File: config.mk
export PLATFORM = sky130hd
export DESIGN_NAME = rbd_raster
export DESIGN_NICKNAME = d
export VERILOG_FILES = /design/src/rbd_pkg.sv /design/src/rbd_raster.sv
export SDC_FILE = /design/constraint.sdc
export NUM_CORES = 1
export LEC_CHECK = 0
export BUFFER_PORTS_ARGS = -buffer_cell sky130_fd_sc_hd__buf_4
export CORE_AREA = 2 2 77 79
export CTS_CLUSTER_SIZE = 30
export DETAILED_ROUTE_END_ITERATION = 6
export DIE_AREA = 0 0 79 81
export GPL_TIMING_DRIVEN = 0
export HOLD_SLACK_MARGIN = 0.05
export PLACE_DENSITY = 0.95
export SETUP_SLACK_MARGIN = 0.5
export SYNTH_ARGS = -nofsm -noshare
export SYNTH_HDL_FRONTEND = slang
export SYNTH_SLANG_ARGS = --single-unit
File: constraint.sdc
create_clock -name clk -period 7.75 [get_ports clk]
set_clock_uncertainty 0.2 [all_clocks]
set_input_delay 0.775 -clock clk [delete_from_list [all_inputs] [get_ports clk]]
set_output_delay 0.775 -clock clk [all_outputs]
set_load 0.05 [all_outputs]
File: src/rbd_pkg.sv
// Shared types and constants for the 2x2 RGB box downsampler.
// No dependencies; used by every module in src.
package rbd_pkg;

	localparam int unsigned CFG_W        = 13;
	localparam int unsigned MAX_WIDTH    = 4096;
	localparam int unsigned HEIGHT_LIMIT = 4096;
	localparam int unsigned ROW_W        = 12;
	localparam int unsigned CH_W         = 8;
	localparam int unsigned PAIR_W       = CH_W + 1;

	localparam logic REG_SRC_WIDTH  = 1'b0;
	localparam logic REG_SRC_HEIGHT = 1'b1;

	typedef struct packed {
		logic [CH_W-1:0] in_red;
		logic [CH_W-1:0] in_green;
		logic [CH_W-1:0] in_blue;
	} pix_in_t;

	typedef struct packed {
		logic [CH_W-1:0] out_red;
		logic [CH_W-1:0] out_green;
		logic [CH_W-1:0] out_blue;
		logic            end_of_row;
		logic            end_of_frame;
	} pix_out_t;

	typedef struct packed {
		logic [PAIR_W-1:0] red;
		logic [PAIR_W-1:0] green;
		logic [PAIR_W-1:0] blue;
	} pair_sum_t;

	// Position flags of the pixel at the head of the raster
	typedef struct packed {
		logic odd_col;
		logic odd_row;
		logic end_of_row;
		logic end_of_frame;
	} pos_t;

endpackage

File: src/rbd_raster.sv
// Column and row counters of the source raster, with clamped image limits
// and end-of-row / end-of-frame detection. Depends on rbd_pkg.
module rbd_raster #(
	parameter int unsigned MAX_WIDTH = rbd_pkg::MAX_WIDTH
) (
	input  logic                        clk,
	input  logic                        arst_n,
	input  logic                        advance,
	input  logic [rbd_pkg::CFG_W-1:0]   src_width,
	input  logic [rbd_pkg::CFG_W-1:0]   src_height,
	output logic [$clog2(MAX_WIDTH)-2:0] idx,
	output rbd_pkg::pos_t               pos
);

	localparam int unsigned CW = $clog2(MAX_WIDTH);
	localparam int unsigned EW = (CW + 1 > rbd_pkg::CFG_W) ? CW + 1 : rbd_pkg::CFG_W;
	localparam int unsigned RW = rbd_pkg::ROW_W;

	logic [CW-1:0]            col_q;
	logic [RW-1:0]            row_q;
	logic [EW-1:0]            width_ext;
	logic [EW-1:0]            width_eff;
	logic [rbd_pkg::CFG_W-1:0] height_eff;
	logic [CW-1:0]            width_last;
	logic [CW-2:0]            half_width_last;
	logic [RW-1:0]            height_last;
	logic [RW-2:0]            half_height_last;
	logic                     col_end;
	logic                     row_end;

	// Clamp the configured size into the supported range
	always_comb begin
		width_ext = EW'(src_width);
		if (src_width < rbd_pkg::CFG_W'(2)) begin
			width_eff = EW'(2);
		end else if (width_ext > EW'(MAX_WIDTH)) begin
			width_eff = EW'(MAX_WIDTH);
		end else begin
			width_eff = width_ext;
		end
		if (src_height < rbd_pkg::CFG_W'(2)) begin
			height_eff = rbd_pkg::CFG_W'(2);
		end else if (src_height > rbd_pkg::CFG_W'(rbd_pkg::HEIGHT_LIMIT)) begin
			height_eff = rbd_pkg::CFG_W'(rbd_pkg::HEIGHT_LIMIT);
		end else begin
			height_eff = src_height;
		end
	end

	assign width_last       = CW'(width_eff - EW'(1));
	assign half_width_last  = (CW-1)'((width_eff >> 1) - EW'(1));
	assign height_last      = RW'(height_eff - rbd_pkg::CFG_W'(1));
	assign half_height_last = (RW-1)'((height_eff >> 1) - rbd_pkg::CFG_W'(1));

	assign col_end = col_q >= width_last;
	assign row_end = row_q >= height_last;

	assign idx              = col_q[CW-1:1];
	assign pos.odd_col      = col_q[0];
	assign pos.odd_row      = row_q[0];
	assign pos.end_of_row   = col_q[CW-1:1] == half_width_last;
	assign pos.end_of_frame = pos.end_of_row && (row_q[RW-1:1] == half_height_last);

	always_ff @(posedge clk or negedge arst_n) begin
		if (!arst_n) begin
			col_q <= '0;
			row_q <= '0;
		end else if (advance) begin
			if (col_end) begin
				col_q <= '0;
				row_q <= row_end ? '0 : row_q + RW'(1);
			end else begin
				col_q <= col_q + CW'(1);
			end
		end
	end

endmodule
# Word-level counts from Yosys, hierarchy flattened
# Index checks and enable logic that the tools add are counted.
# totals
regBits,24
out_inout_bits,15
# classes
add_sub_neg,6
magnitude_cmp,6
n_eq_ne,2
n_mux,6
reduce_logical,2
# op_table
op,count
2-to-1 mux 12 bit,6
"greater-than comparator 13 bit, second input constant",2
"less-than comparator 13 x 2 -> 1 bit, second input constant",2
"adder 12 x 1 -> 12 bit, second input constant",2
>= comparator 12 bit,2
"subtractor 12 x 1 -> 12 bit, second input constant",2
equality test 11 bit,2
"subtractor 11 x 1 -> 11 bit, second input constant",2
AND reduction 2 bit,1
logical AND 1 bit,1

# Depth between registers and ports, before layout
# Gate-level depths: netlist of the first run.
# depth
depth_word,6
depth_mapped,19
depth_no_buf,16

# Worst setup path after synthesis of the first run
# No wires, ideal clock.
# synth_timing
path_kind,in2out
start,input src_width[9] (netlist name)
end,output pos[0] (netlist name)
arrival_time_ps,4580
slack_ps,2195
stages,10
cell_sequence,buf_2 or4_4 o41ai_2 inv_1 ha_1 clkbuf_1 o311ai_0 nand4b_1 nor4_2 and4bb_1
# synth_rtl
item,line,rtl
from (decl),rbd_raster.sv:9,"input logic [rbd_pkg::CFG_W-1:0] src_width,"
to (decl),rbd_raster.sv:12,output rbd_pkg::pos_t pos

# Worst setup path after layout of the first run
# layout_timing
start,input src_width[6] (netlist name)
end,register row_q[11]
# layout_between
elab_chain_cells,6
# layout_lines
item,line,rtl
greater-than comparator 13 bit,rbd_raster.sv:36,end else if (width_ext > EW'(MAX_WIDTH)) begin
2-to-1 mux 12 bit,rbd_raster.sv:36,
2-to-1 mux 12 bit (*),rbd_raster.sv:34,if (src_width < rbd_pkg::CFG_W'(2)) begin
subtractor 12 x 1 -> 12 bit (*),rbd_raster.sv:50,assign width_last = CW'(width_eff - EW'(1));
>= comparator 12 bit (*),rbd_raster.sv:55,assign col_end = col_q >= width_last;
AND reduction 2 bit (no line) (*),--,
to (signal assigned),rbd_raster.sv:71,row_q <= row_end ? '0 : row_q + RW'(1);
to (decl),rbd_raster.sv:20,logic [RW-1:0] row_q;
# Mark *: on every way between the ends. The rest lies on a longest branch, timed or not.
# A chain may end at the register's enable or synchronous reset.

==> Flow_metrics.wiki, run 1 <==
{| class="wikitable"
! Metric !! Value
|-
| Min Hold Slack || around 0.19 ns
|-
| Yosys reg bits || 24
|-
| DR WL met3 || 668 microns
|-
| Final Net Count || 563
|-
| R2R Path Start || col_q[9]
|-
| Pleak || 1.75 nW
|-
| Post-detailed-routing wire length || around 10 mm
|-
| Die area || approximately 6400 sq um
|-
| Critical Path Slowest Stage Cell || sky130_fd_sc_hd__or3_1
|-
| Number of buffers inserted by post-CTS setup repair || 0
|-
| Synthesis-to-layout area growth || 12.5%
|-
| Die Y || 81 microns
|-
| Worst slew pin tran || 0.747 ns
|-
| Routed wire length on met2 || just under 5 mm
|-
| Vias || 3841
|-
| Placed Cells incl. Taps || 572
|-
| Num CTS Buffers || 3
|-
| Post-DR vias/cell || 6.67
|-
| Number of cell instances on the worst register-to-register path || 9
|-
| Synthesis Warnings || 0
|-
| Commonest non-fill, non-tap cell in the layout || sky130_fd_sc_hd__nor2_1
|-
| Post-synth top area share || 17.3%
|-
| Yosys top cell by area || sky130_fd_sc_hd__dfrtp_1
|-
| Wire length of the first global-routing pass || 16.1 mm
|-
| Source-to-sink clock delay at the later pin of the worst-skew pair || approximately 0.27 ns
|-
| Drt pass-1 iters || 5
|-
| Effective utilization at floorplan || 61.3%
|-
| Number of standard cells in the final layout excluding fillers || 576
|-
| Detail Route Antenna Nets || 0
|-
| # resized after CTS || 0
|-
| Max-slew violation total from the final report || 0
|-
| Detailed placement HPWL || 7.77 mm
|-
| Max Clk Rate || 0.181 GHz
|-
| Clock root buffer || sky130_fd_sc_hd__clkbuf_8
|-
| CP endpoint kind || flip-flop
|-
| CTS HTree Levels || 1
|-
| Share of final-layout standard cells stronger than drive strength 1 || 11.2%
|-
| Uppermost routed layer || met4
|-
| Cell family with the largest share of critical-path delay || compound AO/OA/AOI/OAI gates
|-
| WL met1 || 3.99 mm
|-
| Initial antenna violation count || 0
|-
| Number of distinct library cells after synthesis || 67
|-
| Sinks on Clock Net || 24
|-
| Final weighted congestion in routability-driven placement || roughly 0.97
|-
| Synthesized net count || 520
|-
| CP bufs+invs || 4
|-
| Largest net degree at the start of global routing || 25
|-
| Register area share after synthesis || 17.3%
|-
| Final critical-path required period || 5.51 ns
|-
| Clk slew on worst S/H paths || 0.09 ns
|-
| Routed len/inst || around 17 microns
|-
| Share of the core filled with cells || just under 70%
|-
| Setup TNS after final layout || 0 ns
|-
| Hold crit path type || in -> async
|-
| DRC marker count from the first detailed-route iteration || 279
|-
| Sequence of cells on the critical path || clkbuf_1 > or3_1 > o41ai_2 > inv_1 > ha_1 > clkbuf_1 > o21ai_0 > a21oi_1 > and2_1 > xor2_1 > ha_1 > a21o_1 > a21o_1 > a21oi_1 > o21ai_1 > a21oi_1 > nor2_1 > clkbuf_1 > a22o_1
|-
| Count of input and output buffers || 38
|-
| Power per standard cell area || 154 nW/um^2
|-
| Worst ir drop on vdd || ~0.15 mV
|-
| Deepest clock path buffer count || 2
|-
| Worst EP arrival || between 5 and 6 ns
|-
| Number of top-level pins || 44
|-
| Kind of launch point of the worst setup path || primary input
|-
| Number of enable-type register cells in the synthesized netlist || 0
|-
| Start-to-end type of the worst setup path || in -> reg
|-
| Terminus of the critical flop-to-flop path || row_q[11]
|-
| Post-route cell area || about 3900 sq um
|-
| Run status || completed
|-
| Delay of the slowest cell on the worst path || 0.53 ns
|-
| Max_slew headroom || 49.8%
|-
| Core ar. || 5680 sq um
|-
| Highest-count cells in the layout ignoring fill and taps || sky130_fd_sc_hd__nor2_1 (47), sky130_fd_sc_hd__buf_4 (40), sky130_fd_sc_hd__nand2_1 (34), sky130_fd_sc_hd__ha_1 (32), sky130_fd_sc_hd__o21ai_0 (26)
|-
| Unrepaired setup endpoints after global routing || false
|-
| Clock tree from TritonCTS || built
|-
| Async SR Flop Fraction || 100%
|-
| Most area-consuming cells after synthesis || sky130_fd_sc_hd__dfrtp_1 (17%), sky130_fd_sc_hd__ha_1 (12%), sky130_fd_sc_hd__nor2_1 (5.1%)
|-
| Slack of the worst reg-to-reg path || 4.86 ns
|-
| Hold-fix buffers at CTS || 0
|-
| Worst path required time || 7.71 ns
|-
| Setup-failing EPs final || 0
|-
| Summed instance area of the synthesized netlist || 3480 sq um
|-
| Post-synthesis cell count || around 460
|-
| Total routing usage reported by global routing || 31.2%
|-
| Total gr overflow || 0
|-
| Cell Rows || 28
|-
| Die width || approximately 80 microns
|-
| Number of global-route vias before repair || 3477
|-
| DRC Markers || 0
|-
| Area post-placement || 3860 sq um
|-
| Max Fanout on Critical Path || 10
|-
| Number of max-capacitance violations reported || 0
|-
| Mean instance size in the synthesized netlist || 7.58 sq um
|-
| Final Hold Viols || 0
|-
| Most used flip-flop cell after synthesis || sky130_fd_sc_hd__dfrtp_1
|-
| Final worst-path cycle share || 71.1%
|-
| # diodes || 0
|}
[sequential cells by signal, summed over array words and instances (netlist names)]
signal and flops:
col_q 12, row_q 12
[cells by family (layout without fill, tap and decap cells)]
logic type / Yosys count / count (layout) / share of synthesized area, %
adders and majority gates: 32 / 32 / 11.5
and+or+nand+nor: 181 / 181 / 27.5
buffers and inverters: 45 / 87 / 5.33
xor gates and xnor gates: 34 / 34 / 8.56
DFF: 24 / 24 / 17.3
AOI/OAI and AO/OA: 137 / 137 / 28.0
muxes: 6 / 6 / 1.80
[through the flow]
| step | setup WS, ns | total power [mW] |
|---|---|---|
| after global placement | 2.12 | 0.496 |
| after detailed placement | 2.04 | 0.516 |
| after CTS | 2.33 | 0.600 |
| after floorplan | 2.19 | 0.413 |
| after global routing | 1.95 | 0.643 |
| final | 2.24 | 0.604 |
[cell usage after synthesis (all sizes together) (4+ instances only)]
| cell | count |
|---|---|
| o2bb2ai | 4 |
| a21oi | 22 |
| ha | 32 |
| o221ai | 4 |
| mux2i | 4 |
| nor3 | 12 |
| a2111oi | 5 |
| xor2 | 15 |
| nand2b | 9 |
| a22oi | 4 |
| a22o | 11 |
| dfrtp | 24 |
| a21o | 11 |
| and3 | 13 |
| o21ai | 35 |
| nor2b | 11 |
| nand4 | 12 |
| xnor2 | 19 |
| nand2 | 34 |
| o211ai | 4 |
| nand3 | 8 |
| and4 | 4 |
| or4 | 6 |
| clkbuf | 23 |
| and2 | 7 |
| nor2 | 47 |
| nor4 | 8 |
| o21a | 6 |
| buf | 4 |
| inv | 18 |
[power by group]
part	switching (mW)	internal (mW)
Clock	0.0402	0.0454
Sequential	0.0432	0.146
Combinational	0.197	0.132
Total	0.280	0.324
[final cells by class]
cell class	instances	area, sq um
buffer	27	118
clock buffer	4	55.1
fill	463	1760
inverter	18	67.6
multi-input combinational	390	2690
sequential	24	601
tap	75	93.8
timing repair buffer	38	285
[layer usage]
metal,track usage [%],vias to the layer above
li1,-,1805
met1,37.8,1787
met2,56.3,214
met3,3.11,35
met4,13.6,0
met5,0,-
[worst max path at each step]
stage / from / end / slack [ns] / cells past startpoint
detailed placement: src_width[9] / row_q[11] / 2.04 / 19
global route: src_width[6] / row_q[4] / 1.95 / 19
finish: src_width[6] / row_q[11] / 2.24 / 19
floorplan: src_width[9] / pos[0] / 2.19 / 10
global placement: src_width[9] / row_q[6] / 2.12 / 19
CTS: src_width[9] / row_q[3] / 2.33 / 19
No activity file was read; power rests on OpenSTA's default activity.
==> run 2: changes to the inputs <==
Settings changed: CORE_AREA 2 2 77 79 to 2 2 84 86, DIE_AREA 0 0 79 81 to 0 0 86 88, PLACE_DENSITY 0.95 to 0.88.
Clock period 7.75 ns to 5.05 ns, I/O delays scaled along.
==> Flow_metrics.wiki, run 2 (synthesis gave the netlist of run 1 again) <==
{| class="wikitable"
! Metric !! Value
|-
| Slack of the worst reg-to-reg path || 2.51 ns
|-
| Die area || 7570 sq um
|-
| Number of global-route vias before repair || 3455
|-
| Terminus of the critical flop-to-flop path || row_q[3]
|-
| Die width || about 86 microns
|-
| Cell Rows || 30
|-
| Final Net Count || 569
|-
| Max_slew headroom || 45.3%
|-
| Slack of the critical path || 0.667 ns
|-
| Worst path required time || around 5.0 ns
|-
| Worst ir drop on vdd || 0.232 mV
|-
| Launch instance of the worst min-delay path || advance
|-
| Detail Route Antenna Nets || 0
|-
| Pleak || 1.84 nW
|-
| Max-slew violation total from the final report || 0
|-
| Largest net degree at the start of global routing || 25
|-
| Setup TNS after final layout || 0 ns
|-
| Total gr overflow || 0
|-
| # diodes || 0
|-
| Biggest regs || col_q: 12 flops, row_q: 12 flops
|-
| Clk slew on worst S/H paths || 0.09 ns
|-
| CP endpoint kind || flip-flop
|-
| Effective utilization at floorplan || 52.3%
|-
| Detailed placement HPWL || approximately 7.7 mm
|-
| Number of cell instances on the worst register-to-register path || 10
|-
| Max Clk Rate || approximately 0.23 GHz
|-
| Die Y || 88 microns
|-
| Run status || completed
|-
| Initial antenna violation count || 0
|-
| Setup-failing EPs final || 0
|-
| Deepest clock path buffer count || 2
|-
| R2R Path Start || row_q[0]
|-
| CTS HTree Levels || 1
|-
| Cell count of the worst hold path || 3
|-
| Pre-CTS worst setup slack || -0.331 ns
|-
| Final Hold Viols || 0
|-
| Start-to-end type of the worst setup path || in -> reg
|-
| Post-detailed-routing wire length || 9.97 mm
|-
| Clock tree from TritonCTS || built
|-
| Sinks on Clock Net || 24
|-
| DRC Markers || 0
|-
| Num CTS Buffers || 3
|-
| Kind of launch point of the worst setup path || primary input
|-
| Worst EP arrival || ~4.3 ns
|-
| Synthesis-to-layout area growth || 17.2%
|-
| Worst slew pin tran || between 0.8 and 0.9 ns
|-
| Max Fanout on Critical Path || 10
|-
| Final worst-path cycle share || around 87%
|-
| Share of final-layout standard cells stronger than drive strength 1 || 16.0%
|-
| Power per standard cell area || 238 nW/um^2
|-
| Core ar. || 6640 sq um
|-
| Share of the core filled with cells || 61.3%
|-
| Clock root buffer || sky130_fd_sc_hd__clkbuf_8
|-
| Number of max-capacitance violations reported || 0
|-
| Wire length of the first global-routing pass || approximately 16 mm
|-
| Routed len/inst || approximately 17 microns
|-
| Hold crit path type || in -> reg
|-
| Endpoint of the worst hold path || col_q[1]
|-
| Number of top-level pins || 44
|-
| Unrepaired setup endpoints after global routing || false
|-
| Drt pass-1 iters || 5
|-
| Final critical-path required period || ~4.4 ns
|-
| Source-to-sink clock delay at the later pin of the worst-skew pair || ~0.27 ns
|-
| Highest-count cells in the layout ignoring fill and taps || sky130_fd_sc_hd__buf_4 (47), sky130_fd_sc_hd__nor2_1 (47), sky130_fd_sc_hd__nand2_1 (34), sky130_fd_sc_hd__ha_1 (31), sky130_fd_sc_hd__o21ai_0 (25)
|-
| Vias || 3769
|-
| Count of input and output buffers || 38
|-
| Post-DR vias/cell || 6.42
|-
| Final weighted congestion in routability-driven placement || approximately 1
|-
| DRC marker count from the first detailed-route iteration || between 300 and 400
|-
| Total routing usage reported by global routing || between 20% and 30%
|}
## run 2: cell count changes in the layout (fill, tap and decap cells not counted), sizes merged
cell,change
bufinv,+1
buf,+8
dlygate4sd3,+1
clkbuf,-4
## run 2: per-layer routing
layer	global-route usage (%)	wire, microns
met1	34.4	4150
met2	47.0	4910
met3	2.17	608
met4	8.66	310
met5	0	0
## run 2: through the flow
stage / std cells / total power [mW] / hold WS, ns / cell area, sq um
global route: 587 / 1.03 / 0.456 / 4070
global placement: 577 / 0.767 / 0.222 / 3890
CTS: 585 / 0.963 / 0.410 / 4030
detailed placement: 577 / 0.787 / 0.226 / 3890
floorplan: 459 / 0.636 / 0.00941 / 3500
finish: 587 / 0.968 / 0.417 / 4070
## run 2: area by class of cell
type                    instances  area, sq um
inverters                      18         67.6
flip-flops and latches         24          601
multi-input cells             390         2770
clock inverters                 1         30.0
clock buffers                   3         41.3
plain buffers                  27          135
fillers                       595         2570
repair buffers                 44          333
well taps                      80          100
## run 2: how the worst max path moves through the flow
stage,from,endpoint,slack [ns],cells past startpoint
floorplan,src_width[9],pos[0],0.51,11
finish,src_width[1],row_q[5],0.67,19
global route,src_height[4],pos[0],0.50,13
global placement,src_width[9],row_q[6],-0.23,19
CTS,src_width[9],row_q[5],0.50,19
detailed placement,src_width[9],row_q[5],-0.33,19
## run 2: critical path, cell delays in order
cell and delay (ns):
sky130_fd_sc_hd__buf_4 0.14, sky130_fd_sc_hd__or4_4 0.57, sky130_fd_sc_hd__o41ai_4 0.42, sky130_fd_sc_hd__inv_2 0.09, sky130_fd_sc_hd__ha_2 0.23, sky130_fd_sc_hd__buf_4 0.19, sky130_fd_sc_hd__o21ai_2 0.08, sky130_fd_sc_hd__a21oi_1 0.09
sky130_fd_sc_hd__and2_1 0.21, sky130_fd_sc_hd__xor2_1 0.17, sky130_fd_sc_hd__ha_1 0.29, sky130_fd_sc_hd__a21o_1 0.18, sky130_fd_sc_hd__a21o_1 0.18, sky130_fd_sc_hd__a21oi_2 0.22, sky130_fd_sc_hd__o21ai_2 0.09, sky130_fd_sc_hd__a21oi_2 0.18
sky130_fd_sc_hd__nor2_1 0.10, sky130_fd_sc_hd__buf_4 0.18, sky130_fd_sc_hd__a22o_1 0.20
## run 2: repair_timing
item,in CTS,in global routing
hold buffers,1,0
pin swaps,1,4
endpoints found under the hold margin,24,0
gates resized for setup,10,20
setup endpoints to repair,24,17
buffers inserted,3,2
## run 2: report_power, final
| group | leakage [nW] | switching, mW | internal (mW) |
|---|---|---|---|
| sequential | 0.320 | 0.0660 | 0.224 |
| combinational | 1.49 | 0.302 | 0.208 |
| clock | 0.0357 | 0.0628 | 0.106 |
| total | 1.84 | 0.431 | 0.538 |
==> run 3: changes to the inputs <==
Settings changed: PLACE_DENSITY 0.88 to 0.82.
==> Flow_metrics.wiki, run 3 (synthesis gave the netlist of run 1 again) <==
{| class="wikitable"
! Metric !! Value
|-
| Run status || completed
|-
| Sinks on Clock Net || 24
|-
| Switching power of the nets || about 0.44 mW
|-
| Clock root buffer || sky130_fd_sc_hd__clkbuf_8
|-
| Pleak || 1.86 nW
|-
| Worst EP arrival || 4.37 ns
|-
| CP endpoint kind || flip-flop
|-
| Met3 capacity usage during global routing || 3.30%
|-
| Final Net Count || 570
|-
| Final critical-path required period || 4.41 ns
|-
| Vias || approximately 3800
|-
| Highest-count cells in the layout ignoring fill and taps || sky130_fd_sc_hd__buf_4 (49), sky130_fd_sc_hd__nor2_1 (47), sky130_fd_sc_hd__nand2_1 (34), sky130_fd_sc_hd__ha_1 (30), sky130_fd_sc_hd__o21ai_0 (25)
|-
| Post-detailed-routing wire length || 10.6 mm
|-
| Max-slew violation total from the final report || 0
|-
| Effective utilization at floorplan || 52.3%
|-
| Peak-usage layer in the global routing report || met2
|-
| Max_slew headroom || 57.0%
|-
| Share of the core filled with cells || 62.2%
|-
| Num CTS Buffers || 3
|-
| Internal cell power || roughly 0.54 mW
|-
| Sequential cell area in the final layout || 601 sq um
|-
| DRC Markers || 0
|-
| Detailed placement HPWL || about 8.0 mm
|-
| # diodes || 0
|-
| Max Clk Rate || roughly 0.23 GHz
|-
| Largest net degree at the start of global routing || 25
|-
| Comb pwr share || 53.4%
|-
| Number of max-capacitance violations reported || 0
|-
| Cell Rows || 30
|-
| Synthesis-to-layout area growth || 18.9%
|-
| Final worst-path cycle share || 87.4%
|-
| Worst slew pin tran || ~0.64 ns
|-
| Kind of launch point of the worst setup path || primary input
|-
| Power per standard cell area || between 200 and 250 nW/um^2
|-
| Sw frac || about 45%
|-
| Max Fanout on Critical Path || 10
|-
| Final Hold Viols || 0
|-
| Die area || 7570 sq um
|-
| CTS HTree Levels || 1
|-
| Die width || around 86 microns
|-
| Deepest clock path buffer count || 2
|-
| Drt pass-1 iters || 5
|-
| Worst ir drop on vdd || 0.338 mV
|-
| Routed len/inst || 18.0 microns
|-
| Final weighted congestion in routability-driven placement || 1.03
|-
| Setup-failing EPs final || 0
|-
| Share of final-layout standard cells stronger than drive strength 1 || 17.3%
|-
| Met2 track demand over resource in global routing || 51.2%
|-
| Sequential fraction of design power || between 20% and 30%
|-
| Initial antenna violation count || 0
|-
| Commonest non-fill, non-tap cell in the layout || sky130_fd_sc_hd__buf_4
|-
| Total routing usage reported by global routing || roughly 28%
|-
| Clock share of power || 17.5%
|-
| Multi-input gate area in the final layout || 2820 sq um
|-
| Unrepaired setup endpoints after global routing || true
|-
| Number of top-level pins || 44
|-
| Worst path required time || 5.01 ns
|-
| Detail Route Antenna Nets || 0
|-
| Clk slew on worst S/H paths || about 0.090 ns
|-
| Total gr overflow || 0
|-
| Source-to-sink clock delay at the later pin of the worst-skew pair || 0.28 ns
|-
| Count of input and output buffers || 38
|-
| Die Y || 88 microns
|-
| Number of global-route vias before repair || 3659
|-
| Core ar. || ~6600 sq um
|-
| Wire length of the first global-routing pass || 17.2 mm
|-
| Biggest regs || col_q: 12 flops, row_q: 12 flops
|-
| Start-to-end type of the worst setup path || in -> reg
|-
| Clock tree from TritonCTS || built
|-
| Hold crit path type || in -> reg
|-
| DRC marker count from the first detailed-route iteration || 265
|-
| Setup TNS after final layout || 0 ns
|-
| Layout filler cell count || 596
|-
| Post-DR vias/cell || roughly 6.4
|-
| Met1 routing resource usage after global routing || 33.7%
|}
-- run 3: cell count changes in the layout (fill, tap and decap cells not counted), sizes merged --
cell	change
buf	+2
clkbuf	-1
-- run 3: worst paths after layout --
check | from | end | slack, ns | cells past startpoint
max | src_width[3] | row_q[3] | 0.64 | 19
min | advance | col_q[1] | 0.41 | 3
max in group asynchronous | arst_n | row_q[6] | 3.95 | 2
min reg2reg | col_q[0] | col_q[0] | 0.44 | 2
max reg2reg | row_q[0] | row_q[3] | 2.43 | 10
min in group asynchronous | arst_n | col_q[4] | 0.46 | 2
-- run 3: timing repair --
action,CTS,global route
pin swaps,3,4
hold endpoints to repair,24,0
gates resized for setup,15,25
hold buffers,1,0
setup endpoints to repair,24,20
buffers inserted,3,3
-- run 3: critical path, stage by stage --
cell and delay [ns]:
sky130_fd_sc_hd__buf_4 0.12, sky130_fd_sc_hd__or4_4 0.59, sky130_fd_sc_hd__o41ai_4 0.45, sky130_fd_sc_hd__inv_2 0.09, sky130_fd_sc_hd__ha_2 0.23, sky130_fd_sc_hd__buf_4 0.19, sky130_fd_sc_hd__o21ai_2 0.08, sky130_fd_sc_hd__a21oi_1 0.11
sky130_fd_sc_hd__and2_4 0.21, sky130_fd_sc_hd__xor2_1 0.16, sky130_fd_sc_hd__ha_1 0.29, sky130_fd_sc_hd__a21o_1 0.18, sky130_fd_sc_hd__a21o_1 0.20, sky130_fd_sc_hd__a21oi_4 0.20, sky130_fd_sc_hd__o21ai_2 0.08, sky130_fd_sc_hd__a21oi_2 0.18
sky130_fd_sc_hd__nor2_1 0.11, sky130_fd_sc_hd__buf_4 0.19, sky130_fd_sc_hd__a22o_1 0.20
-- run 3: layer usage --
metal  vias up  share of wire (%)
li1       1814                  -
met1      1788                 42
met2       155                 50
met3        22                5.4
met4         0                2.4
met5         -                  0
-- run 3: through the flow --
stage	cell area [sq um]	hold slack, ns	cells	setup WS, ns	total power [mW]
final	4130	0.410	588	0.638	0.985
after global routing	4130	0.438	588	0.477	1.05
after CTS	4030	0.395	585	0.503	0.973
after detailed placement	3890	0.224	577	-0.357	0.790
after global placement	3890	0.223	577	-0.216	0.771
after floorplan	3500	0.00941	459	0.515	0.636
-- run 3: final cells by class --
cell class | instances | area share, %
repair buffers | 45 | 8.23
multi-input cells | 390 | 68.2
clock buffers | 3 | 0.999
inverters | 18 | 1.63
clock inverters | 1 | 0.726
well taps | 80 | 2.42
plain buffers | 27 | 3.30
flip-flops and latches | 24 | 14.5
-- run 3: power groups by stage --
stage	combinational, mW	clock (mW)	sequential (mW)
after floorplan	0.284	0	0.351
after global placement	0.483	0	0.288
after detailed placement	0.501	0	0.290
after CTS	0.511	0.176	0.286
after global routing	0.573	0.182	0.294
final	0.526	0.172	0.287
